===== src/tbcp_pkg.sv =====
// Package with types, constants and lookup functions of the tagged block container parser.
`timescale 1ns / 1ps

package tbcp_pkg;

    typedef enum logic [3:0] {
        PH_IDLE,
        PH_MAGIC,
        PH_VER,
        PH_COUNT,
        PH_TAG,
        PH_SIZE,
        PH_DATA,
        PH_DONE
    } phase_t;

    localparam logic [2:0] ST_PARSING     = 3'd0;
    localparam logic [2:0] ST_OK          = 3'd1;
    localparam logic [2:0] ST_BAD_HEADER  = 3'd2;
    localparam logic [2:0] ST_UNSUPPORTED = 3'd3;
    localparam logic [2:0] ST_STRUCTURE   = 3'd4;

    localparam logic [3:0] KIND_SKIP = 4'd8;

    localparam logic [2:0] MAGIC_LEN = 3'd7;

    localparam logic [7:0] TAG_CHAR_LO = 8'h30;
    localparam logic [7:0] TAG_CHAR_HI = 8'h5A;

    localparam logic [15:0] TAG_VERTICES   = 16'h4156;
    localparam logic [15:0] TAG_NORMALS    = 16'h414e;
    localparam logic [15:0] TAG_COLORS     = 16'h4143;
    localparam logic [15:0] TAG_SEC_COLORS = 16'h3243;
    localparam logic [15:0] TAG_TEXCOORDS  = 16'h4354;
    localparam logic [15:0] TAG_INDICES    = 16'h4149;
    localparam logic [15:0] TAG_SHORT_IDX  = 16'h3249;
    localparam logic [15:0] TAG_TEX_NAME   = 16'h4654;

    function automatic logic [7:0] magic_byte(input logic [2:0] idx);
        logic [7:0] val;
        case (idx)
            3'd0:    val = 8'h43;
            3'd1:    val = 8'h59;
            3'd2:    val = 8'h42;
            3'd3:    val = 8'h4F;
            3'd4:    val = 8'h52;
            3'd5:    val = 8'h55;
            3'd6:    val = 8'h53;
            default: val = 8'h00;
        endcase
        return val;
    endfunction

    function automatic logic [3:0] tag_kind(input logic [15:0] tag);
        logic [3:0] kind;
        case (tag)
            TAG_VERTICES:   kind = 4'd0;
            TAG_NORMALS:    kind = 4'd1;
            TAG_COLORS:     kind = 4'd2;
            TAG_SEC_COLORS: kind = 4'd3;
            TAG_TEXCOORDS:  kind = 4'd4;
            TAG_INDICES:    kind = 4'd5;
            TAG_SHORT_IDX:  kind = 4'd6;
            TAG_TEX_NAME:   kind = 4'd7;
            default:        kind = KIND_SKIP;
        endcase
        return kind;
    endfunction

    function automatic logic tag_char_ok(input logic [7:0] c);
        return c inside {[TAG_CHAR_LO:TAG_CHAR_HI]};
    endfunction

endpackage


===== src/tagged_block_container_parser.sv =====
// Top level of the tagged block container parser: byte stream in, payload bytes with kind out.
`timescale 1ns / 1ps

// The parser takes one container byte per transfer and returns exactly one result transfer
// for each, valid in the cycle after the byte is taken. Throughput is one byte per clock:
// the header, count, tag and size fields are assembled by a single pass of narrow logic
// between the parser state registers and the result register, so the only thing that slows
// the input is back-pressure on the result side: while a result waits and m_tready is low,
// s_tready is low in the same cycle. Set s_tuser on the first byte of a container to restart
// parsing. max_version is written through cfg_wr_en/cfg_wr_data; the user must write it only
// while the block is idle, as the block does not enforce this. max_version resets to 1.
module tagged_block_container_parser
    import tbcp_pkg::*;
(
    input  logic        aclk,
    input  logic        aresetn,

    input  logic        cfg_wr_en,
    input  logic [15:0] cfg_wr_data,

    input  logic        s_tvalid,
    output logic        s_tready,
    input  logic [7:0]  s_tdata,   // [7:0] data_byte
    input  logic        s_tuser,   // [0] start_of_file

    output logic        m_tvalid,
    input  logic        m_tready,
    output logic [7:0]  m_tdata,   // [7:0] payload_byte
    output logic        m_tlast,   // block_last
    output logic [6:0]  m_tuser    // [0] payload_valid, [3:1] block_kind, [6:4] status
);

    logic [15:0] max_version_reg;

    phase_t      phase_reg,        phase_next,        phase_eff;
    logic [2:0]  fbi_reg,          fbi_next,          fbi_eff;
    logic [15:0] version_reg,      version_next,      version_eff;
    logic [15:0] blocks_left_reg,  blocks_left_next,  blocks_left_eff;
    logic [15:0] current_tag_reg,  current_tag_next,  current_tag_eff;
    logic [31:0] bytes_left_reg,   bytes_left_next,   bytes_left_eff;
    logic [3:0]  current_kind_reg, current_kind_next, current_kind_eff;
    logic [2:0]  final_status_reg, final_status_next, final_status_eff;

    logic        m_tvalid_reg;
    logic [7:0]  m_tdata_reg,  m_tdata_next;
    logic        m_tlast_reg,  m_tlast_next;
    logic [6:0]  m_tuser_reg,  m_tuser_next;

    logic        in_xfer;
    logic [7:0]  in_byte;
    logic [15:0] byte_lo_hi;
    logic [31:0] size_acc;
    logic [31:0] bytes_dec;
    logic [15:0] blocks_dec;
    logic [3:0]  lookup_kind;

    assign s_tready = !m_tvalid_reg || m_tready;
    assign in_xfer  = s_tvalid && s_tready;
    assign in_byte  = s_tdata;

    assign phase_eff        = s_tuser ? PH_MAGIC : phase_reg;
    assign fbi_eff          = s_tuser ? 3'd0     : fbi_reg;
    assign version_eff      = s_tuser ? 16'd0    : version_reg;
    assign blocks_left_eff  = s_tuser ? 16'd0    : blocks_left_reg;
    assign current_tag_eff  = s_tuser ? 16'd0    : current_tag_reg;
    assign bytes_left_eff   = s_tuser ? 32'd0    : bytes_left_reg;
    assign current_kind_eff = s_tuser ? 4'd0     : current_kind_reg;
    assign final_status_eff = s_tuser ? 3'd0     : final_status_reg;

    assign byte_lo_hi  = fbi_eff[0] ? {in_byte, 8'h00} : {8'h00, in_byte};
    assign size_acc    = bytes_left_eff | ({24'h0, in_byte} << {fbi_eff[1:0], 3'b000});
    assign bytes_dec   = bytes_left_eff - 32'd1;
    assign blocks_dec  = blocks_left_eff - 16'd1;
    assign lookup_kind = tag_kind(current_tag_eff | byte_lo_hi);

    always_comb begin : next_state
        phase_next        = phase_eff;
        fbi_next          = fbi_eff;
        version_next      = version_eff;
        blocks_left_next  = blocks_left_eff;
        current_tag_next  = current_tag_eff;
        bytes_left_next   = bytes_left_eff;
        current_kind_next = current_kind_eff;
        final_status_next = final_status_eff;
        case (phase_eff)
            PH_MAGIC: begin
                if (in_byte != magic_byte(fbi_eff)) begin
                    final_status_next = ST_BAD_HEADER;
                    phase_next        = PH_DONE;
                end else if (fbi_eff + 3'd1 == MAGIC_LEN) begin
                    fbi_next   = 3'd0;
                    phase_next = PH_VER;
                end else begin
                    fbi_next = fbi_eff + 3'd1;
                end
            end
            PH_VER: begin
                version_next = version_eff | byte_lo_hi;
                if (fbi_eff[0]) begin
                    fbi_next = 3'd0;
                    if (version_next > max_version_reg) begin
                        final_status_next = ST_UNSUPPORTED;
                        phase_next        = PH_DONE;
                    end else begin
                        phase_next = PH_COUNT;
                    end
                end else begin
                    fbi_next = fbi_eff + 3'd1;
                end
            end
            PH_COUNT: begin
                blocks_left_next = blocks_left_eff | byte_lo_hi;
                if (fbi_eff[0]) begin
                    fbi_next = 3'd0;
                    if (blocks_left_next == 16'd0) begin
                        final_status_next = ST_OK;
                        phase_next        = PH_DONE;
                    end else begin
                        phase_next       = PH_TAG;
                        current_tag_next = 16'd0;
                    end
                end else begin
                    fbi_next = fbi_eff + 3'd1;
                end
            end
            PH_TAG: begin
                current_tag_next = current_tag_eff | byte_lo_hi;
                if (fbi_eff[0]) begin
                    fbi_next          = 3'd0;
                    current_kind_next = lookup_kind;
                    if (lookup_kind == KIND_SKIP &&
                        !(tag_char_ok(current_tag_next[7:0]) &&
                          tag_char_ok(current_tag_next[15:8]))) begin
                        final_status_next = ST_STRUCTURE;
                        phase_next        = PH_DONE;
                    end else begin
                        phase_next      = PH_SIZE;
                        bytes_left_next = 32'd0;
                    end
                end else begin
                    fbi_next = fbi_eff + 3'd1;
                end
            end
            PH_SIZE: begin
                bytes_left_next = size_acc;
                if (fbi_eff[1:0] == 2'd3) begin
                    fbi_next = 3'd0;
                    if (size_acc == 32'd0) begin
                        blocks_left_next = blocks_dec;
                        if (blocks_dec == 16'd0) begin
                            final_status_next = ST_OK;
                            phase_next        = PH_DONE;
                        end else begin
                            phase_next       = PH_TAG;
                            current_tag_next = 16'd0;
                        end
                    end else begin
                        phase_next = PH_DATA;
                    end
                end else begin
                    fbi_next = fbi_eff + 3'd1;
                end
            end
            PH_DATA: begin
                bytes_left_next = bytes_dec;
                if (bytes_dec == 32'd0) begin
                    blocks_left_next = blocks_dec;
                    if (blocks_dec == 16'd0) begin
                        final_status_next = ST_OK;
                        phase_next        = PH_DONE;
                    end else begin
                        phase_next       = PH_TAG;
                        current_tag_next = 16'd0;
                        fbi_next         = 3'd0;
                    end
                end
            end
            default: begin
            end
        endcase
    end

    always_comb begin : result_fields
        logic       pvalid;
        logic [2:0] stat;
        pvalid       = (phase_eff == PH_DATA) && (current_kind_eff < KIND_SKIP);
        stat         = (phase_next == PH_DONE) ? final_status_next : ST_PARSING;
        m_tdata_next = pvalid ? in_byte : 8'h00;
        m_tlast_next = pvalid && (bytes_dec == 32'd0);
        m_tuser_next = {stat, (pvalid ? current_kind_eff[2:0] : 3'd0), pvalid};
    end

    always_ff @(posedge aclk) begin
        if (!aresetn) begin
            max_version_reg  <= 16'd1;
            phase_reg        <= PH_IDLE;
            fbi_reg          <= 3'd0;
            version_reg      <= 16'd0;
            blocks_left_reg  <= 16'd0;
            current_tag_reg  <= 16'd0;
            bytes_left_reg   <= 32'd0;
            current_kind_reg <= 4'd0;
            final_status_reg <= 3'd0;
            m_tvalid_reg     <= 1'b0;
        end else begin
            if (cfg_wr_en) begin
                max_version_reg <= cfg_wr_data;
            end
            if (in_xfer) begin
                phase_reg        <= phase_next;
                fbi_reg          <= fbi_next;
                version_reg      <= version_next;
                blocks_left_reg  <= blocks_left_next;
                current_tag_reg  <= current_tag_next;
                bytes_left_reg   <= bytes_left_next;
                current_kind_reg <= current_kind_next;
                final_status_reg <= final_status_next;
                m_tvalid_reg     <= 1'b1;
            end else if (m_tready) begin
                m_tvalid_reg <= 1'b0;
            end
        end
    end

    always_ff @(posedge aclk) begin
        if (in_xfer) begin
            m_tdata_reg <= m_tdata_next;
            m_tlast_reg <= m_tlast_next;
            m_tuser_reg <= m_tuser_next;
        end
    end

    assign m_tvalid = m_tvalid_reg;
    assign m_tdata  = m_tdata_reg;
    assign m_tlast  = m_tlast_reg;
    assign m_tuser  = m_tuser_reg;

    a_last_needs_payload: assert property (@(posedge aclk) disable iff (!aresetn)
        m_tvalid_reg && m_tlast_reg |-> m_tuser_reg[0])
        else $error("block_last set on a result without payload");

    a_empty_output_ready: assert property (@(posedge aclk) disable iff (!aresetn)
        !m_tvalid_reg |-> s_tready)
        else $error("input stalled while result register is empty");

    a_data_has_bytes: assert property (@(posedge aclk) disable iff (!aresetn)
        phase_reg == PH_DATA |-> bytes_left_reg != 32'd0)
        else $error("payload phase entered with zero bytes left");

    a_done_has_code: assert property (@(posedge aclk) disable iff (!aresetn)
        phase_reg == PH_DONE |-> final_status_reg != ST_PARSING)
        else $error("finished parser holds no final status");

    a_final_byte_marked: assert property (@(posedge aclk) disable iff (!aresetn)
        in_xfer && !s_tuser && phase_reg == PH_DATA && bytes_left_reg == 32'd1 &&
        current_kind_reg < KIND_SKIP |=> m_tvalid_reg && m_tlast_reg)
        else $error("final payload byte of a block not marked");

endmodule

===== config.mk =====
export PLATFORM = sky130hd
export DESIGN_NAME = tagged_block_container_parser
export DESIGN_NICKNAME = d
export VERILOG_FILES = /design/src/tbcp_pkg.sv /design/src/tagged_block_container_parser.sv
export SDC_FILE = /design/constraint.sdc
export NUM_CORES = 1
export LEC_CHECK = 0
export ABC_CLOCK_PERIOD_IN_PS = 7200
export BUFFER_PORTS_ARGS = -buffer_cell sky130_fd_sc_hd__buf_2
export CELL_PAD_IN_SITES_DETAIL_PLACEMENT = 2
export CELL_PAD_IN_SITES_GLOBAL_PLACEMENT = 2
export CORE_ASPECT_RATIO = 1.2
export CORE_MARGIN = 4
export CORE_UTILIZATION = 37
export CTS_CLUSTER_DIAMETER = 120
export DETAILED_ROUTE_END_ITERATION = 12
export GPL_TIMING_DRIVEN = 0
export HOLD_SLACK_MARGIN = 0.03
export PLACE_DENSITY = 0.79
export SYNTH_ARGS = -nofsm -noshare
export SYNTH_HDL_FRONTEND = slang
export SYNTH_SLANG_ARGS = --single-unit

===== constraint.sdc =====
create_clock -name aclk -period 7.2 [get_ports aclk]
set_input_delay 1.44 -clock aclk [delete_from_list [all_inputs] [get_ports aclk]]
set_output_delay 1.44 -clock aclk [all_outputs]
set_load 0.05 [all_outputs]

After elaboration in Yosys (flattened, before gate mapping)
Cells that the tools add are included.
{"block": "op_classes", "n_addsub": 3, "order_cmp": 6, "n_eq_ne": 25, "shift": 1, "muxes": 63, "bitwise_logic": 4, "reduce_logical": 17}
{"op": "16-bit 2-to-1 mux", "count": 14}
{"op": "16-bit by 15-bit == test with 1-bit output, second input constant", "count": 6}
{"op": "32-bit 2-to-1 mux", "count": 3}
{"op": "32-bit case mux with 3 select lines", "count": 1}
{"op": "32-bit logical NOT", "count": 2}
{"op": "16-bit case mux with 4 select lines", "count": 1}
{"op": "3-bit 2-to-1 mux", "count": 20}
{"op": "7-bit case mux with 7 select lines", "count": 1}
{"op": "4-bit 2-to-1 mux", "count": 12}
{"op": "16-bit OR", "count": 3}
{"op": "16-bit case mux with 3 select lines", "count": 1}
{"op": "16-bit by 14-bit == test with 1-bit output, second input constant", "count": 2}
{"op": "16-bit logical NOT", "count": 2}
{"op": "32-bit OR", "count": 1}
{"op": "4-bit case mux with 8 select lines", "count": 1}
{"op": "8-bit by 5-bit << shifter with 32-bit output", "count": 1}
{"op": "32-bit by 1-bit subtractor with 32-bit output, second input constant", "count": 1}
{"op": "4-bit case mux with 6 select lines", "count": 1}
{"op": "3-bit case mux with 6 select lines", "count": 1}
{"op": "4-bit by 3-bit == test with 1-bit output, second input constant", "count": 4}
{"op": "8-bit by 6-bit >= comparator with 1-bit output, second input constant", "count": 2}
{"op": "16-bit > comparator", "count": 1}
{"op": "8-bit by 7-bit <= comparator with 1-bit output, second input constant", "count": 2}
{"op": "16-bit by 1-bit subtractor with 16-bit output, second input constant", "count": 1}
{"op": "other kinds (20)", "count": 35}
{"block": "totals", "ff_bits": 127, "in_bits": 30, "out_inout_bits": 18}

Depth between registers and ports, before layout
{"block": "logic_depth", "depth_word": 12, "ltp_mapped": 19, "mapped_depth_nobuf": 14}

Worst setup path before layout
OpenSTA, ideal clock, no wires.
{"block": "synth_timing", "kind": "input to register", "start": "input port s_tuser", "end": "register m_tuser_reg[6] (netlist: m_tuser[6]), data pin", "setup_ns": 0.176, "t_arrival_ns": 5.553, "required_ns": 7.024, "slack_ns": 1.471, "cell_stages": 19, "path_cell_list": "clkbuf_1 > buf_1 > clkbuf_1 > buf_1 > clkbuf_1 > clkbuf_1 > clkbuf_1 > clkbuf_1 > nor2_1 > ha_1 > nand4_1 > nor3_1 > o211ai_1 > a221oi_1 > nor2b_1 > nor3_1 > a21oi_1 > o211ai_1 > nor4_1"}
{"block": "synth_between", "elab_chain_len": 12}
{"element": "from (decl)", "line": "tagged_block_container_parser.sv:24", "rtl": "input logic s_tuser,"}
{"element": "parallel branches: the longest is 12 deep, another holds 16-bit by 1-bit subtractor with 16-bit output"}
{"element": "to (signal assigned)", "line": "tagged_block_container_parser.sv:229", "rtl": "m_tuser_reg <= m_tuser_next;"}
{"element": "to (decl)", "line": "tagged_block_container_parser.sv:47", "rtl": "logic [6:0] m_tuser_reg, m_tuser_next;"}
Parallel ways; which one is timed is not known. The select of a mux whose other input is x is not followed.
A chain may end at the register's enable or synchronous reset.

Worst setup path in the final report
Same ends and word-level chain as after synthesis.

==> flow_summary_export.csv <==
group,metric,value,unit
setup_path,rrSetupSlack,0.94,ns
setup_path,rr_worst_depth,17,
timing,final.setup_skew,0.0161,ns
global_routing,overflow,0,
floorplanning,rows,66,
global_routing,antenna_found_initial,0,
timing,rsz0062_at_grt,"no",
global_routing,grt_pass1_vias,13104,
logic_synthesis,yosysWarnings,0,
logic_synthesis,synth.area.top_cells,"dfxtp_1 (22%), nor2_1 (6.2%), a21oi_1 (5.7%)",
setup_path,timing.rr.end,"m_tuser[5]$_SDFFCE_PP0P_",
timing,clock.fmax,0.139,GHz
clock_tree,clock_sinks,127,
place,place.gp.congestion,1.01,
hold_path,min_path_type,"flop to flop",
job,drv_cap,1,
drt,drt_first_pass_iters,5,
logic_synthesis,async_flop_share,0,%
final_layout,drive_above_1_share,8.40,%
floorplanning,fp.dieW,159,um
logic_synthesis,synth_xor_area_share,1.99,%
power_and_ir_drop,power_density,197,nW/um^2
setup_path,startpoint_type,"input pin",
place,dp.cells,1774,
clock_tree,clk_pin_slew_worst_paths,0.07,ns
floorplanning,dieArea,30100,sq um
final_layout,stdcell_count,1805,
drt,via_per_inst,6.89,
logic_synthesis,synth_fp_nets,1449,
hold_path,hold_depth,2,
logic_synthesis,syn_area,10100,sq um
logic_synthesis,synthAdderAreaFrac,3.21,%
logic_synthesis,ys_seq_area_share,26.7,%
timing,final_max_slew_viol_count,11,
logic_synthesis,synth_cell_type_count,88,
clock_tree,clock_path_buffers,2,
outcome,violations,"capacitance limit, slew limit",
global_routing,grt_usage,36.5,%
clock_tree,cts_tree,"yes",
setup_path,critPathCapture,"m_tuser[6]$_SDFFCE_PP0P_",
logic_synthesis,ys.flop_type,"dfxtp_1",
floorplanning,initial_core_util,37.4,%
logic_synthesis,syn_area_per_cell,7.27,sq um
setup_path,worstSetupStartpoint,"s_tuser",
place,hpwl,41000,um
final_layout,insertedDiodeCount,0,
clock_tree,clkLatencyLatePin,0.45,ns
setup_path,worstSetupPathType,"input pin to flop",
logic_synthesis,synth_most_common_cell,"nor2_1",
setup_path,crit_path_end_kind,"flop",
logic_synthesis,synthSimpleGateAreaFrac,26.8,%
final_layout,area_growth,12.6,%
logic_synthesis,synth_commonest_cells,"nor2_1 (168), a21oi_1 (116), clkbuf_1 (114)",
clock_tree,cts_root_buf,"clkbuf_16",
power_and_ir_drop,p_leak,4.18,nW
logic_synthesis,netlist.area_leader.share,21.9,%
floorplanning,io_pins,48,
global_routing,grt_max_degree,26,
timing,hold_slack,0.471,ns
place,port_buffers,41,
timing,hold_viol_final,0,
logic_synthesis,synth_top_family_by_area,"compound AO/OA/AOI/OAI gates",
logic_synthesis,synth_compound_area_share,31.1,%
global_routing,grt_pass1_wl,83700,um
floorplanning,core_area,27100,sq um
final_layout,largest_reg_flops,32,
logic_synthesis,synth_edf_count,16,
timing,max_slew_margin,-2.93,%
logic_synthesis,synthCells,1393,
clock_tree,htreeDepth,4,
setup_path,arrival,7.45,ns
clock_tree,cts_buffers,17,
setup_path,rr_startpoint,"fbi_reg[0]$_SDFFE_PN0P_",
timing,finalCritPeriodShare,99.8,%
power_and_ir_drop,irDropWorstVdd,0.137,mV
drt,routedWlPerCell,31.2,um
logic_synthesis,ys_ff_latch,127,
drt,routed_wl,56400,um
timing,min_period,7.18,ns
drt,vias,12437,
drt,antenna_left,0,
drt,drcViolationCount,0,
setup_path,critPathMaxFanout,19,
setup_path,required,7.46,ns
timing,worst-slew-pin-transition,1.54,ns
logic_synthesis,synth_top_area_cell,"dfxtp_1",
logic_synthesis,muxShareOfSynthArea,2.98,%
timing,setup_violations,0,
floorplanning,die_h,189,um
outcome,status,"finished, violations left",
final_layout,nets,1508,
drt,first_iter_violations,1086,
-- cells by family after synthesis --
group,count (synthesis)
fa+ha+maj,26
flops,127
buf+inv,187
compound gates,469
simple gates,531
xor+xnor,23
mux,30
-- area by class of cell --
class / instances / area (sq um)
timing repair buffer: 44 / 228
clock inverter: 14 / 180
sequential: 127 / 2700
clock buffer: 18 / 429
inverter: 53 / 203
fill: 3235 / 15700
buffer: 130 / 528
tap: 340 / 425
multi-input combinational: 1079 / 6710
-- stage by stage --
stage	TNS, ns	total power [W]	area [sq um]	util [%]	worst slack, ns
2_1_floorplan	0	0.00110	10100	-	1.47
3_3_place_gp	-49.62	0.00127	10800	39.7	-3.16
3_5_place_dp	-56.31	0.00129	10800	39.7	-3.15
4_1_cts	0	0.00223	11400	42.0	0.132
5_1_grt	0	0.00232	11400	42.1	0.00882
6_report	0	0.00224	11400	42.1	0.0180
-- repair_timing --
item	4_1_cts	5_1_grt
pin swaps	0	0
gates resized for setup	8	4
hold buffers	0	0
setup endpoints to repair	44	26
buffers inserted	0	3
-- layer usage --
layer  up-vias  wire length [um]  GRT usage (%)
li1       5335                 -              -
met1      6227             21600           42.9
met2       631             26100           60.9
met3       244              4160           6.16
met4         0              4480           25.5
met5         -                 0              0
-- where the power goes --
| part | internal [W] | leakage (nW) | total [W] | switching (W) |
|---|---|---|---|---|
| Clock | 0.000551 | 0.292 | 0.000952 | 0.000401 |
| Sequential | 0.000737 | 1.06 | 0.000751 | 0.0000145 |
| Combinational | 0.000153 | 2.82 | 0.000542 | 0.000389 |
-- how the worst min path moves through the flow --
stage / slack (ns) / to / startpoint
5_1_grt: 0.49 / current_kind_reg[0]$_SDFFE_PN0P_ / current_kind_reg[0]$_SDFFE_PN0P_
2_1_floorplan: 0.43 / current_kind_reg[0]$_SDFFE_PN0P_ / current_kind_reg[0]$_SDFFE_PN0P_
3_3_place_gp: 0.43 / current_kind_reg[0]$_SDFFE_PN0P_ / current_kind_reg[0]$_SDFFE_PN0P_
6_report: 0.47 / current_kind_reg[0]$_SDFFE_PN0P_ / current_kind_reg[0]$_SDFFE_PN0P_
3_5_place_dp: 0.45 / current_kind_reg[3]$_SDFFE_PN0P_ / current_kind_reg[3]$_SDFFE_PN0P_
4_1_cts: 0.46 / current_kind_reg[3]$_SDFFE_PN0P_ / current_kind_reg[3]$_SDFFE_PN0P_
-- critical path: stages --
cell and delay (ns):
buf_2 0.38, buf_2 0.43, clkbuf_2 0.40, clkdlybuf4s18_2 0.67, clkbuf_4 0.53, clkbuf_1 0.44
nor2_1 0.19, ha_1 0.36, nand4_1 0.17, nor3_1 0.65, o211ai_1 0.19, a221oi_1 0.47
nor2b_1 0.34, nor3_1 0.15, a21oi_1 0.16, o211ai_1 0.19, nor4_1 0.26
-- placed cells by master (no fill, tap or decap), types with 16 or more instances in the layout --
cell type / n
nand2_1: 93
nand3_1: 39
and2_1: 16
nand4_1: 18
mux2i_1: 29
ha_1: 26
o21ai_0: 91
edfxtp_1: 16
a31oi_1: 25
inv_1: 51
a21oi_1: 116
buf_2: 49
nor3_1: 43
o31ai_1: 16
a32oi_1: 16
clkbuf_16: 17
nor2b_1: 25
or3_1: 20
o22ai_1: 22
a22oi_1: 27
clkbuf_1: 107
nor2_1: 168
dfxtp_1: 111
nor4_1: 33
No activity file was read; power rests on OpenSTA's default activity.
